<file path="config.mk">
export PLATFORM = sky130hd
export DESIGN_NAME = exp_golomb_bit_writer
export DESIGN_NICKNAME = d
export VERILOG_FILES = /design/src/hdl/egbw_pkg.sv /design/src/hdl/egbw_front.sv /design/src/hdl/egbw_cmd_queue.sv /design/src/hdl/egbw_back.sv /design/src/hdl/egbw_rsp_fifo.sv /design/src/hdl/exp_golomb_bit_writer.sv
export SDC_FILE = /design/constraint.sdc
export NUM_CORES = 1
export LEC_CHECK = 0
export ABC_CLOCK_PERIOD_IN_PS = 7100
export BUFFER_PORTS_ARGS = -buffer_cell sky130_fd_sc_hd__buf_2
export CORE_MARGIN = 8
export CORE_UTILIZATION = 40
export CTS_CLUSTER_DIAMETER = 200
export DETAILED_ROUTE_END_ITERATION = 6
export GPL_TIMING_DRIVEN = 1
export SYNTH_ARGS = -nofsm -noshare
export SYNTH_HDL_FRONTEND = slang
export SYNTH_SLANG_ARGS = --single-unit
</file>
<file path="constraint.sdc">
create_clock -name clock -period 7.1 [get_ports clock]
set_input_delay 0.355 -clock clock [delete_from_list [all_inputs] [get_ports clock]]
set_output_delay 0.355 -clock clock [all_outputs]
set_load 0.02 [all_outputs]
</file>
<file path="src/hdl/egbw_pkg.sv">
`timescale 1ns / 1ps
`default_nettype none

package egbw_pkg;

   localparam int WORD_BITS = 32;
   localparam int STREAM_BITS = 2 * WORD_BITS;
   localparam int LEN_W = 7;
   localparam int VALID_W = 6;

   localparam logic [2:0] CMD_RAW   = 3'd0;
   localparam logic [2:0] CMD_UEG   = 3'd1;
   localparam logic [2:0] CMD_SEG   = 3'd2;
   localparam logic [2:0] CMD_ALIGN = 3'd3;
   localparam logic [2:0] CMD_FLUSH = 3'd4;

   localparam logic [1:0] KIND_BITS  = 2'd0;
   localparam logic [1:0] KIND_ALIGN = 2'd1;
   localparam logic [1:0] KIND_FLUSH = 2'd2;

   localparam logic [31:0] CW_MAX = 32'h7FFF_FFFF;
   localparam logic [5:0] RAW_MAX = 6'd32;
   localparam logic [VALID_W-1:0] FULL_VALID = 6'd32;

   localparam int CMDQ_DEPTH = 2;
   localparam int CMDQ_AW = $clog2(CMDQ_DEPTH);
   localparam int CMDQ_CW = $clog2(CMDQ_DEPTH + 1);

   localparam int RSP_DEPTH = 4;
   localparam int RSP_AW = $clog2(RSP_DEPTH);
   localparam int RSP_CW = $clog2(RSP_DEPTH + 1);

   typedef struct packed {
      logic [1:0]             kind;
      logic [STREAM_BITS-1:0] bits;
      logic [LEN_W-1:0]       len;
      logic                   fill;
   } item_type;

   typedef struct packed {
      logic [WORD_BITS-1:0] word;
      logic [VALID_W-1:0]   valid_bits;
      logic                 last;
   } rsp_type;

   typedef struct packed {
      logic    push0;
      logic    push1;
      rsp_type r0;
      rsp_type r1;
   } rsp_pair_type;

endpackage

`default_nettype wire

</file>
<file path="src/hdl/egbw_front.sv">
`timescale 1ns / 1ps
`default_nettype none

module egbw_front (
   input  wire logic               clock,
   input  wire logic               reset,
   input  wire logic               req_push,
   output logic                    req_full,
   input  wire logic [2:0]         req_command,
   input  wire logic [31:0]        req_value,
   input  wire logic [5:0]         req_bit_count,
   input  wire logic               req_align_bit,
   output logic                    item_valid,
   output egbw_pkg::item_type      item,
   input  wire logic               item_ready
);
   import egbw_pkg::*;

   logic        a_valid_ff, a_valid_in;
   logic [2:0]  a_cmd_ff, a_cmd_in;
   logic [31:0] a_data_ff, a_data_in;
   logic [5:0]  a_count_ff, a_count_in;
   logic        a_fill_ff, a_fill_in;
   logic        a_known;
   logic        a_take;
   logic        advance;

   logic [32:0] cw_u;
   logic [31:0] mag;
   logic [33:0] cw_s;
   logic [31:0] x;
   logic [4:0]  pos;

   assign a_take   = req_push && !req_full;
   assign advance  = a_valid_ff && item_ready;
   assign req_full = a_valid_ff && !item_ready;

   // code number plus one, saturated
   always_comb begin
      cw_u = {1'b0, req_value} + 33'd1;
      mag = 32'd0 - req_value;
      cw_s = req_value[31] ? {1'b0, mag, 1'b1} : {1'b0, req_value, req_value == 32'd0};
      a_known = 1'b1;
      a_cmd_in = req_command;
      a_data_in = req_value;
      a_count_in = (req_bit_count > RAW_MAX) ? RAW_MAX : req_bit_count;
      a_fill_in = req_align_bit;
      case (req_command)
         CMD_RAW: begin
            a_cmd_in = CMD_RAW;
         end
         CMD_UEG: begin
            a_cmd_in = CMD_UEG;
            a_data_in = (cw_u > {1'b0, CW_MAX}) ? CW_MAX : cw_u[31:0];
         end
         CMD_SEG: begin
            a_cmd_in = CMD_UEG;
            a_data_in = (cw_s > {2'b00, CW_MAX}) ? CW_MAX : cw_s[31:0];
         end
         CMD_ALIGN: begin
            a_cmd_in = CMD_ALIGN;
         end
         CMD_FLUSH: begin
            a_cmd_in = CMD_FLUSH;
         end
         default: begin
            a_known = 1'b0;
         end
      endcase
      a_valid_in = a_take ? a_known : (a_valid_ff && !advance);
   end

   always_ff @(posedge clock) begin
      if (reset) begin
         a_valid_ff <= 1'b0;
      end else begin
         a_valid_ff <= a_valid_in;
      end
   end

   always_ff @(posedge clock) begin
      if (a_take) begin
         a_cmd_ff   <= a_cmd_in;
         a_data_ff  <= a_data_in;
         a_count_ff <= a_count_in;
         a_fill_ff  <= a_fill_in;
      end
   end

   // position of the leading one, binary search
   always_comb begin
      x = a_data_ff;
      pos = 5'd0;
      if (x[31:16] != 16'd0) begin
         pos[4] = 1'b1;
         x = x >> 16;
      end
      if (x[15:8] != 8'd0) begin
         pos[3] = 1'b1;
         x = x >> 8;
      end
      if (x[7:4] != 4'd0) begin
         pos[2] = 1'b1;
         x = x >> 4;
      end
      if (x[3:2] != 2'd0) begin
         pos[1] = 1'b1;
         x = x >> 2;
      end
      if (x[1] != 1'b0) begin
         pos[0] = 1'b1;
      end
   end

   // left-aligned code bits and their length
   always_comb begin
      item_valid = a_valid_ff;
      item.kind = KIND_BITS;
      item.bits = '0;
      item.len = '0;
      item.fill = a_fill_ff;
      case (a_cmd_ff)
         CMD_RAW: begin
            item.bits = {a_data_ff, 32'd0} << (6'd32 - a_count_ff);
            item.len = {1'b0, a_count_ff};
         end
         CMD_UEG: begin
            item.bits = {32'd0, a_data_ff} << (6'd63 - {pos, 1'b0});
            item.len = {1'b0, pos, 1'b1};
         end
         CMD_ALIGN: begin
            item.kind = KIND_ALIGN;
         end
         CMD_FLUSH: begin
            item.kind = KIND_FLUSH;
         end
         default: begin
            item.kind = KIND_BITS;
         end
      endcase
   end

endmodule

`default_nettype wire

</file>
<file path="src/hdl/egbw_cmd_queue.sv">
`timescale 1ns / 1ps
`default_nettype none

module egbw_cmd_queue (
   input  wire logic               clock,
   input  wire logic               reset,
   input  wire logic               in_valid,
   input  wire egbw_pkg::item_type in_item,
   output logic                    in_ready,
   output logic                    out_valid,
   output egbw_pkg::item_type      out_item,
   input  wire logic               out_pop
);
   import egbw_pkg::*;

   item_type             q_ff [CMDQ_DEPTH];
   logic [CMDQ_AW-1:0]   wr_ptr_ff, wr_ptr_in;
   logic [CMDQ_AW-1:0]   rd_ptr_ff, rd_ptr_in;
   logic [CMDQ_CW-1:0]   count_ff, count_in;
   logic                 push;
   logic                 pop;

   assign in_ready  = count_ff < CMDQ_CW'(CMDQ_DEPTH);
   assign out_valid = count_ff != '0;
   assign out_item  = q_ff[rd_ptr_ff];
   assign push      = in_valid && in_ready;
   assign pop       = out_pop && out_valid;

   always_comb begin
      wr_ptr_in = push ? wr_ptr_ff + CMDQ_AW'(1) : wr_ptr_ff;
      rd_ptr_in = pop ? rd_ptr_ff + CMDQ_AW'(1) : rd_ptr_ff;
      count_in  = count_ff + CMDQ_CW'(push) - CMDQ_CW'(pop);
   end

   always_ff @(posedge clock) begin
      if (reset) begin
         wr_ptr_ff <= '0;
         rd_ptr_ff <= '0;
         count_ff  <= '0;
      end else begin
         wr_ptr_ff <= wr_ptr_in;
         rd_ptr_ff <= rd_ptr_in;
         count_ff  <= count_in;
      end
   end

   always_ff @(posedge clock) begin
      if (push) begin
         q_ff[wr_ptr_ff] <= in_item;
      end
   end

endmodule

`default_nettype wire

</file>
<file path="src/hdl/egbw_back.sv">
`timescale 1ns / 1ps
`default_nettype none

module egbw_back (
   input  wire logic               clock,
   input  wire logic               reset,
   input  wire logic               item_valid,
   input  wire egbw_pkg::item_type item,
   output logic                    item_pop,
   input  wire logic               space_ok,
   output egbw_pkg::rsp_pair_type  pair
);
   import egbw_pkg::*;

   logic [WORD_BITS-1:0]     pend_ff, pend_in;
   logic [4:0]               cnt_ff, cnt_in;
   logic                     take;
   logic [2:0]               pad;
   logic [STREAM_BITS-1:0]   ins_bits;
   logic [LEN_W-1:0]         ins_len;
   logic [LEN_W-1:0]         total;
   logic [3*WORD_BITS-1:0]   win;

   assign take     = item_valid && space_ok;
   assign item_pop = take;

   always_comb begin
      pad = 3'd0 - cnt_ff[2:0];
      if (item.kind == KIND_ALIGN) begin
         ins_bits = item.fill ? ~({STREAM_BITS{1'b1}} >> pad) : '0;
         ins_len = {4'd0, pad};
      end else begin
         ins_bits = item.bits;
         ins_len = item.len;
      end
      total = {2'b00, cnt_ff} + ins_len;
      win = {pend_ff, {STREAM_BITS{1'b0}}} | ({ins_bits, {WORD_BITS{1'b0}}} >> cnt_ff);

      pend_in = pend_ff;
      cnt_in = cnt_ff;
      pair = '0;
      if (take) begin
         if (item.kind == KIND_FLUSH) begin
            pend_in = '0;
            cnt_in = '0;
            if (cnt_ff != 5'd0) begin
               pair.push0 = 1'b1;
               pair.r0 = '{word: pend_ff, valid_bits: {1'b0, cnt_ff}, last: 1'b1};
            end
         end else begin
            cnt_in = total[4:0];
            if (total < 7'd32) begin
               pend_in = win[95:64];
            end else if (total < 7'd64) begin
               pair.push0 = 1'b1;
               pair.r0 = '{word: win[95:64], valid_bits: FULL_VALID, last: 1'b1};
               pend_in = win[63:32];
            end else begin
               pair.push0 = 1'b1;
               pair.push1 = 1'b1;
               pair.r0 = '{word: win[95:64], valid_bits: FULL_VALID, last: 1'b0};
               pair.r1 = '{word: win[63:32], valid_bits: FULL_VALID, last: 1'b1};
               pend_in = win[31:0];
            end
         end
      end
   end

   always_ff @(posedge clock) begin
      if (reset) begin
         pend_ff <= '0;
         cnt_ff  <= '0;
      end else begin
         pend_ff <= pend_in;
         cnt_ff  <= cnt_in;
      end
   end

   // bits past the pending count stay zero
   assert property (@(posedge clock) disable iff (reset)
      (pend_ff & ({WORD_BITS{1'b1}} >> cnt_ff)) == '0)
      else $error("pending word has bits beyond its count");

   assert property (@(posedge clock) disable iff (reset)
      (take && item.kind == KIND_FLUSH) |=> (cnt_ff == 5'd0 && pend_ff == '0))
      else $error("flush did not empty the pending word");

endmodule

`default_nettype wire

</file>
<file path="src/hdl/egbw_rsp_fifo.sv">
`timescale 1ns / 1ps
`default_nettype none

module egbw_rsp_fifo (
   input  wire logic                   clock,
   input  wire logic                   reset,
   input  wire egbw_pkg::rsp_pair_type pair,
   output logic                        space_ok,
   output logic                        rsp_empty,
   input  wire logic                   rsp_pop,
   output egbw_pkg::rsp_type           head
);
   import egbw_pkg::*;

   rsp_type            mem_ff [RSP_DEPTH];
   logic [RSP_AW-1:0]  wr_ptr_ff, wr_ptr_in;
   logic [RSP_AW-1:0]  rd_ptr_ff, rd_ptr_in;
   logic [RSP_CW-1:0]  count_ff, count_in;
   logic               pop;

   assign rsp_empty = count_ff == '0;
   assign head      = mem_ff[rd_ptr_ff];
   assign pop       = rsp_pop && !rsp_empty;
   assign space_ok  = count_ff <= RSP_CW'(RSP_DEPTH - 2);

   always_comb begin
      wr_ptr_in = wr_ptr_ff + RSP_AW'(pair.push0) + RSP_AW'(pair.push1);
      rd_ptr_in = pop ? rd_ptr_ff + RSP_AW'(1) : rd_ptr_ff;
      count_in  = count_ff + RSP_CW'(pair.push0) + RSP_CW'(pair.push1) - RSP_CW'(pop);
   end

   always_ff @(posedge clock) begin
      if (reset) begin
         wr_ptr_ff <= '0;
         rd_ptr_ff <= '0;
         count_ff  <= '0;
      end else begin
         wr_ptr_ff <= wr_ptr_in;
         rd_ptr_ff <= rd_ptr_in;
         count_ff  <= count_in;
      end
   end

   always_ff @(posedge clock) begin
      if (pair.push0) begin
         mem_ff[wr_ptr_ff] <= pair.r0;
      end
      if (pair.push1) begin
         mem_ff[wr_ptr_ff + RSP_AW'(1)] <= pair.r1;
      end
   end

   assert property (@(posedge clock) disable iff (reset)
      count_ff <= RSP_CW'(RSP_DEPTH))
      else $error("result queue count out of range");

   assert property (@(posedge clock) disable iff (reset)
      pair.push0 |-> count_ff <= RSP_CW'(RSP_DEPTH - 2))
      else $error("result words pushed without room");

   assert property (@(posedge clock) disable iff (reset)
      pair.push1 |-> (pair.push0 && pair.r1.last && !pair.r0.last))
      else $error("second word without a first");

endmodule

`default_nettype wire

</file>
<file path="src/hdl/exp_golomb_bit_writer.sv">
// path: front register, command queue, then packer into the result queue
// throughput: one item per cycle while the result queue has room; each stage takes one
// the result queue drains one word per cycle, so an item filling two words uses an extra
// word slot of result bandwidth, and push is held off once the queues back up
// reset: synchronous, clears the pending word and count and empties both queues
`timescale 1ns / 1ps
`default_nettype none

module exp_golomb_bit_writer (
   input  wire logic        clock,
   input  wire logic        reset,
   input  wire logic        req_push,
   output logic             req_full,
   input  wire logic [2:0]  req_command,
   input  wire logic [31:0] req_value,
   input  wire logic [5:0]  req_bit_count,
   input  wire logic        req_align_bit,
   output logic             rsp_empty,
   input  wire logic        rsp_pop,
   output logic [31:0]      rsp_word,
   output logic [5:0]       rsp_valid_bits,
   output logic             rsp_last
);
   import egbw_pkg::*;

   logic         f_valid;
   item_type     f_item;
   logic         f_ready;
   logic         q_valid;
   item_type     q_item;
   logic         q_pop;
   logic         space_ok;
   rsp_pair_type pair;
   rsp_type      head;

   egbw_front u_front (
      .clock         (clock),
      .reset         (reset),
      .req_push      (req_push),
      .req_full      (req_full),
      .req_command   (req_command),
      .req_value     (req_value),
      .req_bit_count (req_bit_count),
      .req_align_bit (req_align_bit),
      .item_valid    (f_valid),
      .item          (f_item),
      .item_ready    (f_ready)
   );

   egbw_cmd_queue u_cmd_queue (
      .clock     (clock),
      .reset     (reset),
      .in_valid  (f_valid),
      .in_item   (f_item),
      .in_ready  (f_ready),
      .out_valid (q_valid),
      .out_item  (q_item),
      .out_pop   (q_pop)
   );

   egbw_back u_back (
      .clock      (clock),
      .reset      (reset),
      .item_valid (q_valid),
      .item       (q_item),
      .item_pop   (q_pop),
      .space_ok   (space_ok),
      .pair       (pair)
   );

   egbw_rsp_fifo u_rsp_fifo (
      .clock     (clock),
      .reset     (reset),
      .pair      (pair),
      .space_ok  (space_ok),
      .rsp_empty (rsp_empty),
      .rsp_pop   (rsp_pop),
      .head      (head)
   );

   assign rsp_word       = head.word;
   assign rsp_valid_bits = head.valid_bits;
   assign rsp_last       = head.last;

endmodule

`default_nettype wire
</file>
==> reports/metrics.yaml <==
drt:
  firstDrtPassIters: 6
  met1_length_mm: 39.41
  post_drt_wl_per_cell_um: 27.68
  dr.max_layer_used: "met5"
  routed_wl_mm: 97.93
  ant_nets: 0
  wl_met2_mm: 46.26
  dr.first_iter.drc_count: 3056
  vias: 23430
  drc: 0
  wl_met3_mm: 8.436
  via_per_inst: 6.623
clocking:
  clk_pin_slew_ps: 80
  insertion_delay_ps: 600
  clockRootBuffer: "clkbuf_16"
  post_cts_buffers: 0
  htreeDepth: 2
  cts_resized: 0
  cts_tree: "done"
  clkSinkCount: 394
  clock_path_buffers: 3
  cts-buffers-inserted: 42
synth:
  synthFlopType: "edfxtp_1"
  synth_area_leader_cell: "edfxtp_1"
  synth_nets: 2757
  syn_inst: 2690
  synth_top_area_share_pct: 35.70
  ys_seq_area_share_pct: 41.03
  yosysWarningCount: 0
  synth-edff-count: 322
  synth.distinct_cells: 88
  synthArstFlopShare_pct: 0
  syn_area_mm2: 0.02708
  ys_ff_latch: 394
  syn_avg_cell_area_um2: 10.07
  synth_area_leaders: "edfxtp_1, mux4_2, mux2i_1"
final_layout:
  drive_above_1_share_pct: 17.12
  syn2layout_area_growth_pct: 8.792
  fin_area_mm2: 0.02946
  nets: 2696
setup_path:
  crit_fanout: 30
  worst-r2r-setup-slack_ps: 1380
  start_kind: "register"
  cp-end-kind: "register"
  path_class: "register to register"
  cp.required_ps: 7340
  crit_arrival_ps: 5960
timing:
  finalCritPeriodShare_pct: 80.55
  setup_viol: 0
  drv_slew: 0
  grt_setup_unrepaired: "false"
  tightest_slew_ps: 1173
  fin_skew_ps: 38.55
  finalHoldViolCount: 0
  finalSetupTns_ps: 0
  finalCriticalPeriod_ps: 5719
  fmax_mhz: 174.9
  relSlewSlack_pct: 21.61
  setup_ws_ps: 1381
  hold_slack_ps: 35.38
global_route:
  antenna_found_initial: 6
  gr-total-overflow: 0
  track_usage_pct: 24.54
  grt_pass1_vias: 22170
  grt_pass1_wl_mm: 146.1
  grt_max_degree: 77
run_status:
  status: "finished clean"
die:
  die_area_mm2: 0.07629
  rows: 95
  initial_core_util_pct: 40.33
  fp.dieH_um: 276.2
  coreArea_mm2: 0.06716
  ios: 87
  fp.dieW_um: 276.2
place:
  post_dp_cell_area_mm2: 0.02808
  routabilityCongestion: 0.9767
  place.port_buffers: 86
  dp_slack_ps: 1573
  dpl.hpwl_mm: 70.90
run:
  maxCapViolCount: 0
hold_path:
  hold_path.class: "primary input to register"
power_and_ir_drop:
  p_per_area_mw_per_mm2: 342.1
  ir_drop_mv: 0.1747
  fin_total_pwr_mw: 10.08
  leakagePower_nw: 9.927
-- cells in the mapped netlist (16+ instances only) --
cell and number:
a211oi_1 41, a21oi_1 213, a221o_1 18, a22oi_1 22
and3_1 17, buf_1 27, buf_2 20, clkbuf_1 185
dfxtp_1 72, edfxtp_1 322, ha_1 17, inv_1 41
mux2_2 54, mux2i_1 146, mux4_2 144, nand2_1 287
nand2b_1 18, nand3_1 69, nand4_1 19, nor2_1 202
nor2b_1 32, nor3_1 74, o211ai_1 16, o21ai_0 184
o221ai_1 22, o22ai_1 119, o31ai_1 22, xnor2_1 29
xor2_1 22
-- cell families (layout without fill, tap and decap cells) --
logic type	count (synthesis)	in the layout	synth area share, %
AOI/OAI and AO/OA	795	795	18.62
xor gates and xnor gates	51	51	1.649
adders and majority gates	21	21	1.081
buffers and inverters	291	264	4.389
DFF	394	394	41.03
muxes	344	344	19.62
other	0	2	0
and+or+nand+nor	794	794	13.62
-- layout by cell type, fill, tap and decap left out, types with 39 or more instances in the layout --
cell type and count:
o22ai_1 118, inv_1 39, nor2_1 202, mux2i_1 146, a211oi_1 40, a21oi_1 213, mux2_2 54, nor3_1 73
buf_2 86, buf_4 55, clkbuf_16 42, dfxtp_1 67, nand3_1 69, mux4_2 144, edfxtp_1 322, nand2_1 286
o21ai_0 184
-- power breakdown --
part           switching [mW]  internal [mW]  leakage, nW
clock                   0.959           1.26        0.667
sequential              0.218           2.76         3.39
combinational            3.20           1.68         5.87
total                    4.38           5.70         9.93
-- layout make-up --
class                   instances  area, um^2
repair buffers                142       853.3
inverters                      44       165.2
flip-flops and latches        394       11120
multi-input cells            2005       14860
well taps                     873        1092
fillers                      6323       37690
clock buffers                  54        1096
clock inverters                24       276.5
diodes                          2       5.005
-- routing by layer --
metal,track usage [%],vias up
met5,0,-
met4,8.282,4
met3,4.279,215
met2,40.59,1315
met1,32.41,11620
li1,-,10280
-- flip-flops by register name (all words and copies together) (netlist names), named ones only --
name                   count
u_rsp_fifo.mem_ff        156
u_cmd_queue.count_ff       2
u_front.a_fill_ff          1
u_back.cnt_ff              5
u_front.a_data_ff         32
u_front.a_count_ff         6
u_rsp_fifo.wr_ptr_ff       2
u_front.a_cmd_ff           3
u_back.pend_ff            32
u_cmd_queue.q_ff         144
u_rsp_fifo.rd_ptr_ff       2
u_front.item_valid         1
u_rsp_fifo.count_ff        3
u_cmd_queue.rd_ptr_ff      1
u_cmd_queue.wr_ptr_ff      1
-- worst paths after layout --
path         depth (start not counted)                       startpoint                             endpoint
max reg2reg                          8  u_front.a_data_ff[25]$_DFFE_PP_    u_cmd_queue.q_ff[0][66]$_DFFE_PP_
max                                  8  u_front.a_data_ff[25]$_DFFE_PP_    u_cmd_queue.q_ff[0][66]$_DFFE_PP_
min                                  1                 req_bit_count[5]  u_front.a_count_ff[5]$_SDFFCE_PN1P_
min reg2reg                          2   u_back.pend_ff[0]$_SDFFE_PP0P_       u_back.pend_ff[0]$_SDFFE_PP0P_
-- critical path: stages (launching register included) --
cell,delay (ps)
edfxtp_1,600
nor4_2,600
nand4_1,640
o21ba_2,670
a21oi_1,330
o21a_1,700
mux2_2,450
a221oi_1,930
o221ai_1,420
-- metrics by stage --
step | cells | utilization [%]
2_1_floorplan | 2690 | -
3_3_place_gp | 3457 | 41.81
3_5_place_dp | 3457 | 41.81
4_1_cts | 3536 | 43.86
5_1_grt | 3536 | 43.86
6_report | 3538 | 43.87
-- timing repair --
| action | in CTS | in global routing |
|---|---|---|
| endpoints found under the hold margin | 1 | 0 |
| endpoints found under the setup margin | 0 | 0 |
| hold buffers | 1 | 0 |
No activity file was read; power rests on OpenSTA's default activity.
